**src/sv/afet_pkg.sv**
```systemverilog
// Shared types and constants of the adaptive flow expiry timer.
// No dependencies; every module of the block imports this package.
`default_nettype none

package afet_pkg;

    localparam int TIME_BITS     = 48;
    localparam int COUNT_BITS    = 32;
    localparam int SUM_BITS      = COUNT_BITS + 1;
    localparam int MULT_BITS     = 8;
    localparam int PERIOD_BITS   = 32;
    localparam int PROTO_BITS    = 8;
    localparam int CFG_IDX_BITS  = 3;
    localparam int CFG_DATA_BITS = 32;
    localparam int PROD_BITS     = TIME_BITS + MULT_BITS;
    localparam int CMP_BITS      = (SUM_BITS > PERIOD_BITS) ? SUM_BITS : PERIOD_BITS;

    localparam logic [TIME_BITS-1:0]  TIME_MAX  = {TIME_BITS{1'b1}};
    localparam logic [PROTO_BITS-1:0] PROTO_TCP = PROTO_BITS'(6);

    localparam logic [CFG_IDX_BITS-1:0] CFG_MODE  = CFG_IDX_BITS'(0);
    localparam logic [CFG_IDX_BITS-1:0] CFG_MULT  = CFG_IDX_BITS'(1);
    localparam logic [CFG_IDX_BITS-1:0] CFG_MIN   = CFG_IDX_BITS'(2);
    localparam logic [CFG_IDX_BITS-1:0] CFG_SHORT = CFG_IDX_BITS'(3);
    localparam logic [CFG_IDX_BITS-1:0] CFG_LIMIT = CFG_IDX_BITS'(4);

    localparam logic [MULT_BITS-1:0]   MULT_RESET  = MULT_BITS'(20);
    localparam logic [PERIOD_BITS-1:0] MIN_RESET   = PERIOD_BITS'(5000000);
    localparam logic [PERIOD_BITS-1:0] SHORT_RESET = PERIOD_BITS'(2000000);
    localparam logic [PERIOD_BITS-1:0] LIMIT_RESET = PERIOD_BITS'(6);

    typedef enum logic [1:0] {
        LIST_TCP,
        LIST_UDP,
        LIST_EXPIRED
    } t_list;

    typedef enum logic [1:0] {
        MODE_STD,
        MODE_SHORT,
        MODE_KEEP
    } t_mode;

    typedef enum logic [1:0] {
        CLOSE_OPEN,
        CLOSE_RESET,
        CLOSE_ICMP,
        CLOSE_CLOSED
    } t_close;

    typedef enum logic {
        PICK_FIXED,
        PICK_STREAM
    } t_pick;

    typedef struct packed {
        logic [SUM_BITS-1:0]  rem;
        logic [TIME_BITS-1:0] num;
        logic [SUM_BITS-1:0]  den;
    } t_div;

    typedef struct packed {
        t_pick                pick;
        logic [TIME_BITS-1:0] fixed_us;
        logic                 fixed_clip;
        logic [TIME_BITS-1:0] now_us;
        t_list                list;
    } t_side;

    typedef struct packed {
        logic [TIME_BITS-1:0] expiry_us;
        t_list                list;
        logic                 sat;
    } t_result;

endpackage

`default_nettype wire

```
**src/sv/afet_out_fifo.sv**
```systemverilog
// Two-entry result buffer between the pipeline and the output channel.
// Depends on afet_pkg for the result struct.
`default_nettype none

module afet_out_fifo (
    input  wire logic              i_clk,
    input  wire logic              i_rst_n,
    input  wire logic              i_push,
    input  wire afet_pkg::t_result i_data,
    input  wire logic              i_pop,
    output logic                   o_valid,
    output afet_pkg::t_result      o_data,
    output logic                   o_full
);
    import afet_pkg::*;

    t_result    r_mem [2];
    logic       r_wr_ptr;
    logic       r_rd_ptr;
    logic [1:0] r_count;

    always_ff @(posedge i_clk) begin
        if (!i_rst_n) begin
            r_wr_ptr <= 1'b0;
            r_rd_ptr <= 1'b0;
            r_count  <= 2'd0;
        end else begin
            if (i_push) begin
                r_wr_ptr <= ~r_wr_ptr;
            end
            if (i_pop) begin
                r_rd_ptr <= ~r_rd_ptr;
            end
            unique case ({i_push, i_pop})
                2'b10:   r_count <= r_count + 2'd1;
                2'b01:   r_count <= r_count - 2'd1;
                default: r_count <= r_count;
            endcase
        end
    end

    always_ff @(posedge i_clk) begin
        if (i_push) begin
            r_mem[r_wr_ptr] <= i_data;
        end
    end

    assign o_valid = (r_count != 2'd0);
    assign o_full  = (r_count == 2'd2);
    assign o_data  = r_mem[r_rd_ptr];

endmodule

`default_nettype wire

```
**config.mk**
```make
export PLATFORM = sky130hd
export DESIGN_NAME = afet_out_fifo
export DESIGN_NICKNAME = d
export VERILOG_FILES = /design/src/sv/afet_pkg.sv /design/src/sv/afet_out_fifo.sv
export SDC_FILE = /design/constraint.sdc
export NUM_CORES = 1
export LEC_CHECK = 0
export BUFFER_PORTS_ARGS = -buffer_cell sky130_fd_sc_hd__buf_2
export CAP_MARGIN = 20
export CORE_UTILIZATION = 51
export CTS_CLUSTER_DIAMETER = 40
export DETAILED_ROUTE_END_ITERATION = 7
export HOLD_SLACK_MARGIN = 0.1
export PLACE_DENSITY = 0.78
export SYNTH_ARGS = -nofsm -noshare
export SYNTH_HDL_FRONTEND = slang
export SYNTH_SLANG_ARGS = --single-unit
```
**constraint.sdc**
```tcl
create_clock -name i_clk -period 4 [get_ports i_clk]
set_input_delay 0.8 -clock i_clk [delete_from_list [all_inputs] [get_ports i_clk]]
set_output_delay 0.8 -clock i_clk [all_outputs]
set_load 0.005 [all_outputs]
```
==> metrics.csv <==
metric,value,unit
outcome,completed,
antenna_found_initial,0,
grt_use_total,15.7,%
finalHoldViolations,0,
grt_pass1_wl,8880,µm
synth_nets,237,
fp.dieW,89.3,µm
post_cts_buffers,0,
whs_path_depth,2,
overflow,0,
slew_headroom,46.3,%
ys_ff_latch,107,
tns,0,ns
irDropWorstVdd,0.293,mV
rows,31,
start_util,53.3,%
finalCriticalPeriod,2.79,ns
numCtsBuffers,9,
crit_path_top_delay_cell,dfxtp_2,
p_switching,0.000491,W
worstSkewPairLatency,0.36,ns
dieArea,7970,µm²
ant_nets,0,
via_count,1976,
max_stage_delay,0.59,ns
cp_num_cells,3,
areaGrowthSynthToFinish,22.4,%
cp.required,3.20,ns
drive_above_1_share,60.5,%
grt_pass1_vias,1855,
finalWirelength,6200,µm
crit_chain,buf_4 > mux2_2 > buf_2,
routedWlPerCell,15.5,µm
cp_max_fo,34,
pwr-share-comb,9.9,%
timing.rr.end,r_mem[1][0],
reg2regPathDepth,2,
setup_viol,0,
ys_types,17,
endpoint_kind,primary output,
clock-root-buffer,clkbuf_8,
synth_area,3890,µm²
core,7290,µm²
p_per_area,463,nW/µm²
synth-seq-area-share,81.4,%
diodes,0,
fmax,359,MHz
drc,0,
drt_iter0_drc,89,
mostFrequentLayoutCell,buf_2,
ioPinCount,108,
crit_arrival,1.99,ns
slew_violations,0,
tightest_slew,0.806,ns
max-cap-violations,0,
dr.pass1.iters,4,
p_leak,1.79,nW
ctsHoldBuffers,0,
grtUsageMet2,25.5,%
p_seq_share,59.6,%
most-common-layout-cells,"107 x buf_2, 102 x edfxtp_1, 51 x mux2_2",
syn_avg_cell_area,21.5,µm²
switching_share,22.3,%
whs,0.525,ns
rsz0062_at_grt,no,
hold_end,r_count[1],
die_h,89.3,µm
met3_usage,5.63,%
r2r-start,r_wr_ptr,
cts-resized-gates,0,
p_clk_share,30.5,%
synth_cells,181,
vias_per_cell,4.94,
setup.worst_path.start_class,flop,
grt_max_degree,53,
hpwlAfterDp,3930,µm
yosys_warnings,0,
worstHoldStart,r_count[1],
path_buf_inv,2,
place.gp.congestion,0.659,
place_ws,1.57,ns
cpLargestDelayFamily,buffers and inverters,
cts_max_path_buffers,2,
clock-sinks,107,
finalClockSkew,0.00978,ns
rrSetupSlack,2.16,ns
internal_power,0.00171,W
cts_tree,yes,
final_nets,352,
fin_crit_sh,69.7,%
grt_use_met1,19.6,%
setup_ws,1.21,ns
grt_busiest_layer,met2,
critPathKind,reg2out,
cts-htree-levels,3,
holdCritPathClass,reg2reg,
cts.clk_slew.worst_paths,0.10,ns
portBuffers,107,
layer usage:
| metal | routed length (µm) | part of all wire [%] | up-vias |
|---|---|---|---|
| met3 | 406 | 6.5 | 6 |
| li1 | - | - | 934 |
| met1 | 2710 | 44 | 966 |
| met5 | 0 | 0 | - |
| met4 | 59 | 0.95 | 0 |
| met2 | 3020 | 49 | 70 |
cells in the mapped netlist:
library cell,instances,area [µm²]
and2_1,4,25.0
ha_1,1,12.5
inv_1,1,3.75
a21boi_1,1,7.51
or2_2,1,6.26
or3_1,1,6.26
dfxtp_1,5,100
xnor2_1,2,17.5
buf_2,6,30.0
mux2_2,51,574
nor2_1,1,3.75
xor2_1,1,8.76
and2b_2,1,8.76
edfxtp_1,102,3060
o21ai_0,1,5.00
nor2b_1,1,6.26
o21a_1,1,7.51
power by group through the flow:
stage          combinational, W  sequential (W)  clock (W)
2_1_floorplan          0.000124         0.00133          0
3_3_place_gp           0.000218         0.00134          0
3_5_place_dp           0.000221         0.00134          0
4_1_cts                0.000223         0.00131   0.000688
5_1_grt                0.000243         0.00132   0.000731
6_report               0.000219         0.00131   0.000671
cell type report:
class,instances,area (µm²)
Clock buffer,9,124
Clock inverter,7,83.8
Fill cell,536,2540
Inverter,1,3.75
Multi-Input combinational cell,67,698
Sequential cell,107,3160
Tap cell,99,124
Timing Repair Buffer,110,558
cells by family (layout without fill, tap and decap cells):
kind of cell	after synthesis	after routing	share of synthesized area [%]
AND/OR/NAND/NOR	9	9	1.45
adder cells (fa/ha/maj)	1	1	0.322
AO/OA/AOI/OAI	3	3	0.515
XOR/XNOR	3	3	0.676
buffers and inverters	7	127	0.869
multiplexers	51	51	14.8
flip-flops	107	107	81.4
how the worst max path moves through the flow:
stage	start	endpoint	slack (ns)
after global routing	flop	o_data[40]	1.07
final	flop	o_data[23]	1.21
after detailed placement	flop	o_data[23]	1.57
after floorplan	i_push	r_mem[0][0]	0.51
after global placement	flop	o_data[17]	1.56
after CTS	flop	o_data[23]	1.16
stage by stage:
step / power, W / cells / utilization [%] / area (µm²)
3_5_place_dp: 0.00156 / 384 / 62.4 / 4550
6_report: 0.00220 / 400 / 65.2 / 4760
5_1_grt: 0.00229 / 400 / 65.2 / 4760
2_1_floorplan: 0.00145 / 181 / - / 3890
3_3_place_gp: 0.00155 / 384 / 62.4 / 4550
4_1_cts: 0.00222 / 400 / 65.2 / 4760
worst reg2reg max path: stages (launching register included):
cell and delay, ns:
dfxtp_1 0.41, and2_2 0.71, buf_4 0.41
flip-flops by register name, indices dropped and copies added, names as in the netlist, named ones only:
name      cells
r_mem       102
r_count       2
r_rd_ptr      1
r_wr_ptr      1
No activity file was read; power rests on OpenSTA's default activity.
