--- src/sv/afet_pkg.sv ---
// Shared types and constants of the adaptive flow expiry timer.
// No dependencies; every module of the block imports this package.
`default_nettype none

package afet_pkg;

    localparam int TIME_BITS     = 48;
    localparam int COUNT_BITS    = 32;
    localparam int SUM_BITS      = COUNT_BITS + 1;
    localparam int MULT_BITS     = 8;
    localparam int PERIOD_BITS   = 32;
    localparam int PROTO_BITS    = 8;
    localparam int CFG_IDX_BITS  = 3;
    localparam int CFG_DATA_BITS = 32;
    localparam int PROD_BITS     = TIME_BITS + MULT_BITS;
    localparam int CMP_BITS      = (SUM_BITS > PERIOD_BITS) ? SUM_BITS : PERIOD_BITS;

    localparam logic [TIME_BITS-1:0]  TIME_MAX  = {TIME_BITS{1'b1}};
    localparam logic [PROTO_BITS-1:0] PROTO_TCP = PROTO_BITS'(6);

    localparam logic [CFG_IDX_BITS-1:0] CFG_MODE  = CFG_IDX_BITS'(0);
    localparam logic [CFG_IDX_BITS-1:0] CFG_MULT  = CFG_IDX_BITS'(1);
    localparam logic [CFG_IDX_BITS-1:0] CFG_MIN   = CFG_IDX_BITS'(2);
    localparam logic [CFG_IDX_BITS-1:0] CFG_SHORT = CFG_IDX_BITS'(3);
    localparam logic [CFG_IDX_BITS-1:0] CFG_LIMIT = CFG_IDX_BITS'(4);

    localparam logic [MULT_BITS-1:0]   MULT_RESET  = MULT_BITS'(20);
    localparam logic [PERIOD_BITS-1:0] MIN_RESET   = PERIOD_BITS'(5000000);
    localparam logic [PERIOD_BITS-1:0] SHORT_RESET = PERIOD_BITS'(2000000);
    localparam logic [PERIOD_BITS-1:0] LIMIT_RESET = PERIOD_BITS'(6);

    typedef enum logic [1:0] {
        LIST_TCP,
        LIST_UDP,
        LIST_EXPIRED
    } t_list;

    typedef enum logic [1:0] {
        MODE_STD,
        MODE_SHORT,
        MODE_KEEP
    } t_mode;

    typedef enum logic [1:0] {
        CLOSE_OPEN,
        CLOSE_RESET,
        CLOSE_ICMP,
        CLOSE_CLOSED
    } t_close;

    typedef enum logic {
        PICK_FIXED,
        PICK_STREAM
    } t_pick;

    typedef struct packed {
        logic [SUM_BITS-1:0]  rem;
        logic [TIME_BITS-1:0] num;
        logic [SUM_BITS-1:0]  den;
    } t_div;

    typedef struct packed {
        t_pick                pick;
        logic [TIME_BITS-1:0] fixed_us;
        logic                 fixed_clip;
        logic [TIME_BITS-1:0] now_us;
        t_list                list;
    } t_side;

    typedef struct packed {
        logic [TIME_BITS-1:0] expiry_us;
        t_list                list;
        logic                 sat;
    } t_result;

endpackage

`default_nettype wire

--- src/sv/afet_div_cell.sv ---
// One cell of the divider chain: a restoring step producing one quotient bit.
// Depends on afet_pkg for the divider and sideband structs.
`default_nettype none

module afet_div_cell (
    input  wire logic            i_clk,
    input  wire logic            i_rst_n,
    input  wire logic            i_en,
    input  wire logic            i_valid,
    input  wire afet_pkg::t_div  i_div,
    input  wire afet_pkg::t_side i_side,
    output logic                 o_valid,
    output afet_pkg::t_div       o_div,
    output afet_pkg::t_side      o_side
);
    import afet_pkg::*;

    logic [SUM_BITS:0] w_trial;
    logic [SUM_BITS:0] w_diff;
    logic              w_ge;
    t_div              n_div;
    logic              r_valid;
    t_div              r_div;
    t_side             r_side;

    always_comb begin
        w_trial   = {i_div.rem, i_div.num[TIME_BITS-1]};
        w_diff    = w_trial - {1'b0, i_div.den};
        w_ge      = (w_trial >= {1'b0, i_div.den});
        n_div.rem = w_ge ? w_diff[SUM_BITS-1:0] : w_trial[SUM_BITS-1:0];
        n_div.num = {i_div.num[TIME_BITS-2:0], w_ge};
        n_div.den = i_div.den;
    end

    always_ff @(posedge i_clk) begin
        if (!i_rst_n) begin
            r_valid <= 1'b0;
        end else if (i_en) begin
            r_valid <= i_valid;
        end
    end

    always_ff @(posedge i_clk) begin
        if (i_en) begin
            r_div  <= n_div;
            r_side <= i_side;
        end
    end

    assign o_valid = r_valid;
    assign o_div   = r_div;
    assign o_side  = r_side;

endmodule

`default_nettype wire

--- config.mk ---
export PLATFORM = sky130hd
export DESIGN_NAME = afet_div_cell
export DESIGN_NICKNAME = d
export VERILOG_FILES = /design/src/sv/afet_pkg.sv /design/src/sv/afet_div_cell.sv
export SDC_FILE = /design/constraint.sdc
export NUM_CORES = 1
export LEC_CHECK = 0
export ABC_AREA = 1
export BUFFER_PORTS_ARGS = -buffer_cell sky130_fd_sc_hd__buf_2
export CELL_PAD_IN_SITES_DETAIL_PLACEMENT = 0
export CELL_PAD_IN_SITES_GLOBAL_PLACEMENT = 1
export CORE_ASPECT_RATIO = 0.7
export CORE_UTILIZATION = 38
export DETAILED_ROUTE_END_ITERATION = 10
export GPL_TIMING_DRIVEN = 0
export HOLD_SLACK_MARGIN = 0.02
export PLACE_DENSITY_LB_ADDON = 0.25
export RECOVER_POWER = 25
export SLEW_MARGIN = 5
export SYNTH_ARGS = -nofsm -noshare
export SYNTH_HDL_FRONTEND = slang
export SYNTH_SLANG_ARGS = --single-unit
--- constraint.sdc ---
create_clock -name i_clk -period 3.6 [get_ports i_clk]
set_input_delay 0.72 -clock i_clk [delete_from_list [all_inputs] [get_ports i_clk]]
set_output_delay 0.72 -clock i_clk [all_outputs]
set_load 0.02 [all_outputs]
==> out/metrics.yaml <==
run_status: "finished, final reports clean"
core_mm2: 0.0249
power_density_mw_per_mm2: 508
htreeDepth: 1
root_buffer: "clkbuf_16"
synth_cells: 897
worstMarginPinSlew_ns: 0.936
numPortBuffers: 432
yosysTopAreaCell: "edfxtp_1"
post-place-cells: 1655
finish.utilization_pct: 52.6
grt_pass1_vias: 7334
die_y_um: 136
dr.pass1.iters: 5
io_pins: 433
dieArea_mm2: 0.0263
layout_common_cells: "435 x buf_2, 291 x nand2_1, 214 x edfxtp_1"
num_rows: 48
yosys_warnings: 0
hold_buffers: 0
route.detailed.wl_per_inst_um: 16.8
synth_seq_cells: 215
synth_nets: 1149
slew_viol_final: 0
clock-sinks: 215
cts_tree: "yes"
path_clk_slew_ns: 0.06
clock_path_buffers: 3
synthXorXnorAreaFrac_pct: 1.26
synthAdderAreaFrac_pct: 4.44
synth_top_family_by_area: "simple AND/OR/NAND/NOR gates"
finalSetupViolations: 0
hold_viol: 0
slew-limit-headroom_pct: 37.6
antenna_found_initial: 5
peakVddDrop_uv: 333
rsz0062_at_grt: "false"
grt_util_all_layers_pct: 21.1
placed_cell_area_mm2: 0.0124
crit_top_cell: "nand2_1"
hold_ws_ns: 0.363
stdcell_area_mm2: 0.0131
cts_resized: 0
vias: 7680
final_nets: 1607
synth_area_per_cell_um2: 10.9
syn_area_mm2: 0.00976
netlist-cell-type-count: 31
gr-total-overflow: 0
crit_slowest_cell: "fa_1"
arrival_ns: 2.70
start_kind: "input port"
period_needed_ns: 2.43
grt_pass1_wl_um: 42300
cp_cell_sequence: "buf_2 -> inv_1 -> ha_1 -> inv_1 -> fa_1 -> nand3_1 -> nand3_2 -> nand2_1 -> nand2_1 -> nand2_4 -> nand2_8 -> buf_12 -> nand3_2 -> nand2_1"
yosysSeqAreaShare_pct: 66.0
drt_iter0_markers: 446
viasPerCell: 4.52
totalWireLength_um: 28600
layout.cells.non_filler: 1700
drive_gt1_share_pct: 37.3
dp_hpwl_um: 22600
fmax_mhz: 412
crit_fanout: 10
post-route-drc-count: 0
synth_compound_area_share_pct: 1.38
tns_ns: 0
mostFrequentLayoutCell: "buf_2"
fillCellCount: 2357
p_leak_nw: 6.47
place_congestion: 0.848
yosys-top-cells-area: "edfxtp_1 66%, nand2_1 11%, inv_1 5.9%"
grt_max_degree: 122
yosys.area_share.simple_pct: 19.9
cts_made_buffers: 23
die_w_um: 194
cap_violations: 0
finClkSkew_ns: 0
period_share_pct: 67.4
cts_setup_buffers: 0
initial_core_util_pct: 39.2
path_class: "in -> reg"
ant_nets: 0
cp_slowest_stage_delay_ns: 0.43
clock_latency_ns: 0.52
synth_top_cell_area_share_pct: 65.8
critPathRequiredTime_ns: 3.88
synth.area.mux_share_pct: 0
hold_class: "in -> reg"
end_kind: "register"
area_delta_synth_final_pct: 34.3
-- path summary, 6_finish.rpt --
path	startpoint	end	slack, ns	depth (start not counted)
worst min-delay path	i_side[26]	o_side[26]	0.36	1
worst max-delay path	i_div[80]	o_div[99]	1.17	14
worst max register to register	o_valid	o_valid	2.94	2
worst min register to register	o_valid	o_valid	0.54	2
-- synthesized netlist by cell type --
library cell and instances:
nor2_4 1, edfxtp_1 214, buf_2 6, nor2_2 4
ha_1 33, xor2_1 13, o21ai_0 2, nand3_1 54
a21o_1 2, nor2_1 36, nor3_2 2, inv_1 153
buf_8 1, or2_2 2, fa_1 1, and2_1 5
buf_6 1, nand3_2 15, a21oi_1 22, nand3b_1 10
dfxtp_1 1, inv_2 8, nand2_2 4, and3_1 1
xnor2_1 1, nand2_8 1, nand4_1 2, nand2_4 1
nand2_1 291, buf_12 1, nor3_1 9
-- power by group --
part	switching [mW]	internal [mW]
Sequential	0.0502	3.02
Clock	0.982	1.33
Combinational	0.860	0.422
Total	1.89	4.77
-- cell families after synthesis --
logic type      Yosys count
xor+xnor                 14
buf+inv                 170
simple gates            438
fa+ha+maj                34
compound gates           26
flops                   215
-- layer usage --
metal	part of all wire, %	global-route usage [%]	wire length [µm]
met1	47	30.1	13400
met2	44	32.0	12600
met3	7.4	5.68	2120
met4	1.7	4.93	472
met5	0.091	0	26
-- final cells by class --
| type | instances | area [µm²] | share of cell area, % |
|---|---|---|---|
| Multi-Input combinational cell | 512 | 2630 | 20.1 |
| Buffer | 9 | 76.3 | 0.582 |
| Inverter | 161 | 604 | 4.61 |
| Sequential cell | 215 | 6450 | 49.2 |
| Antenna cell | 3 | 7.51 | 0.0573 |
| Clock inverter | 17 | 154 | 1.17 |
| Tap cell | 325 | 407 | 3.10 |
| Timing Repair Buffer | 433 | 2200 | 16.8 |
| Clock buffer | 25 | 583 | 4.45 |
-- sequential cells by signal, summed over array words and instances, names as in the netlist --
name / count
o_div: 114
o_valid: 1
o_side: 100
-- critical path: cells and delay by family --
kind,cells,cell delay [ns]
buf+inv,4,0.42
fa+ha+maj,2,0.56
simple gates,8,0.99
-- metrics by stage --
stage	setup WS [ns]	power (mW)
2_1_floorplan	1.22	3.86
3_3_place_gp	-1.18	4.40
3_5_place_dp	0.633	4.41
4_1_cts	1.20	6.74
5_1_grt	1.04	6.95
6_report	1.17	6.66
(Power assumes the default switching activity.)
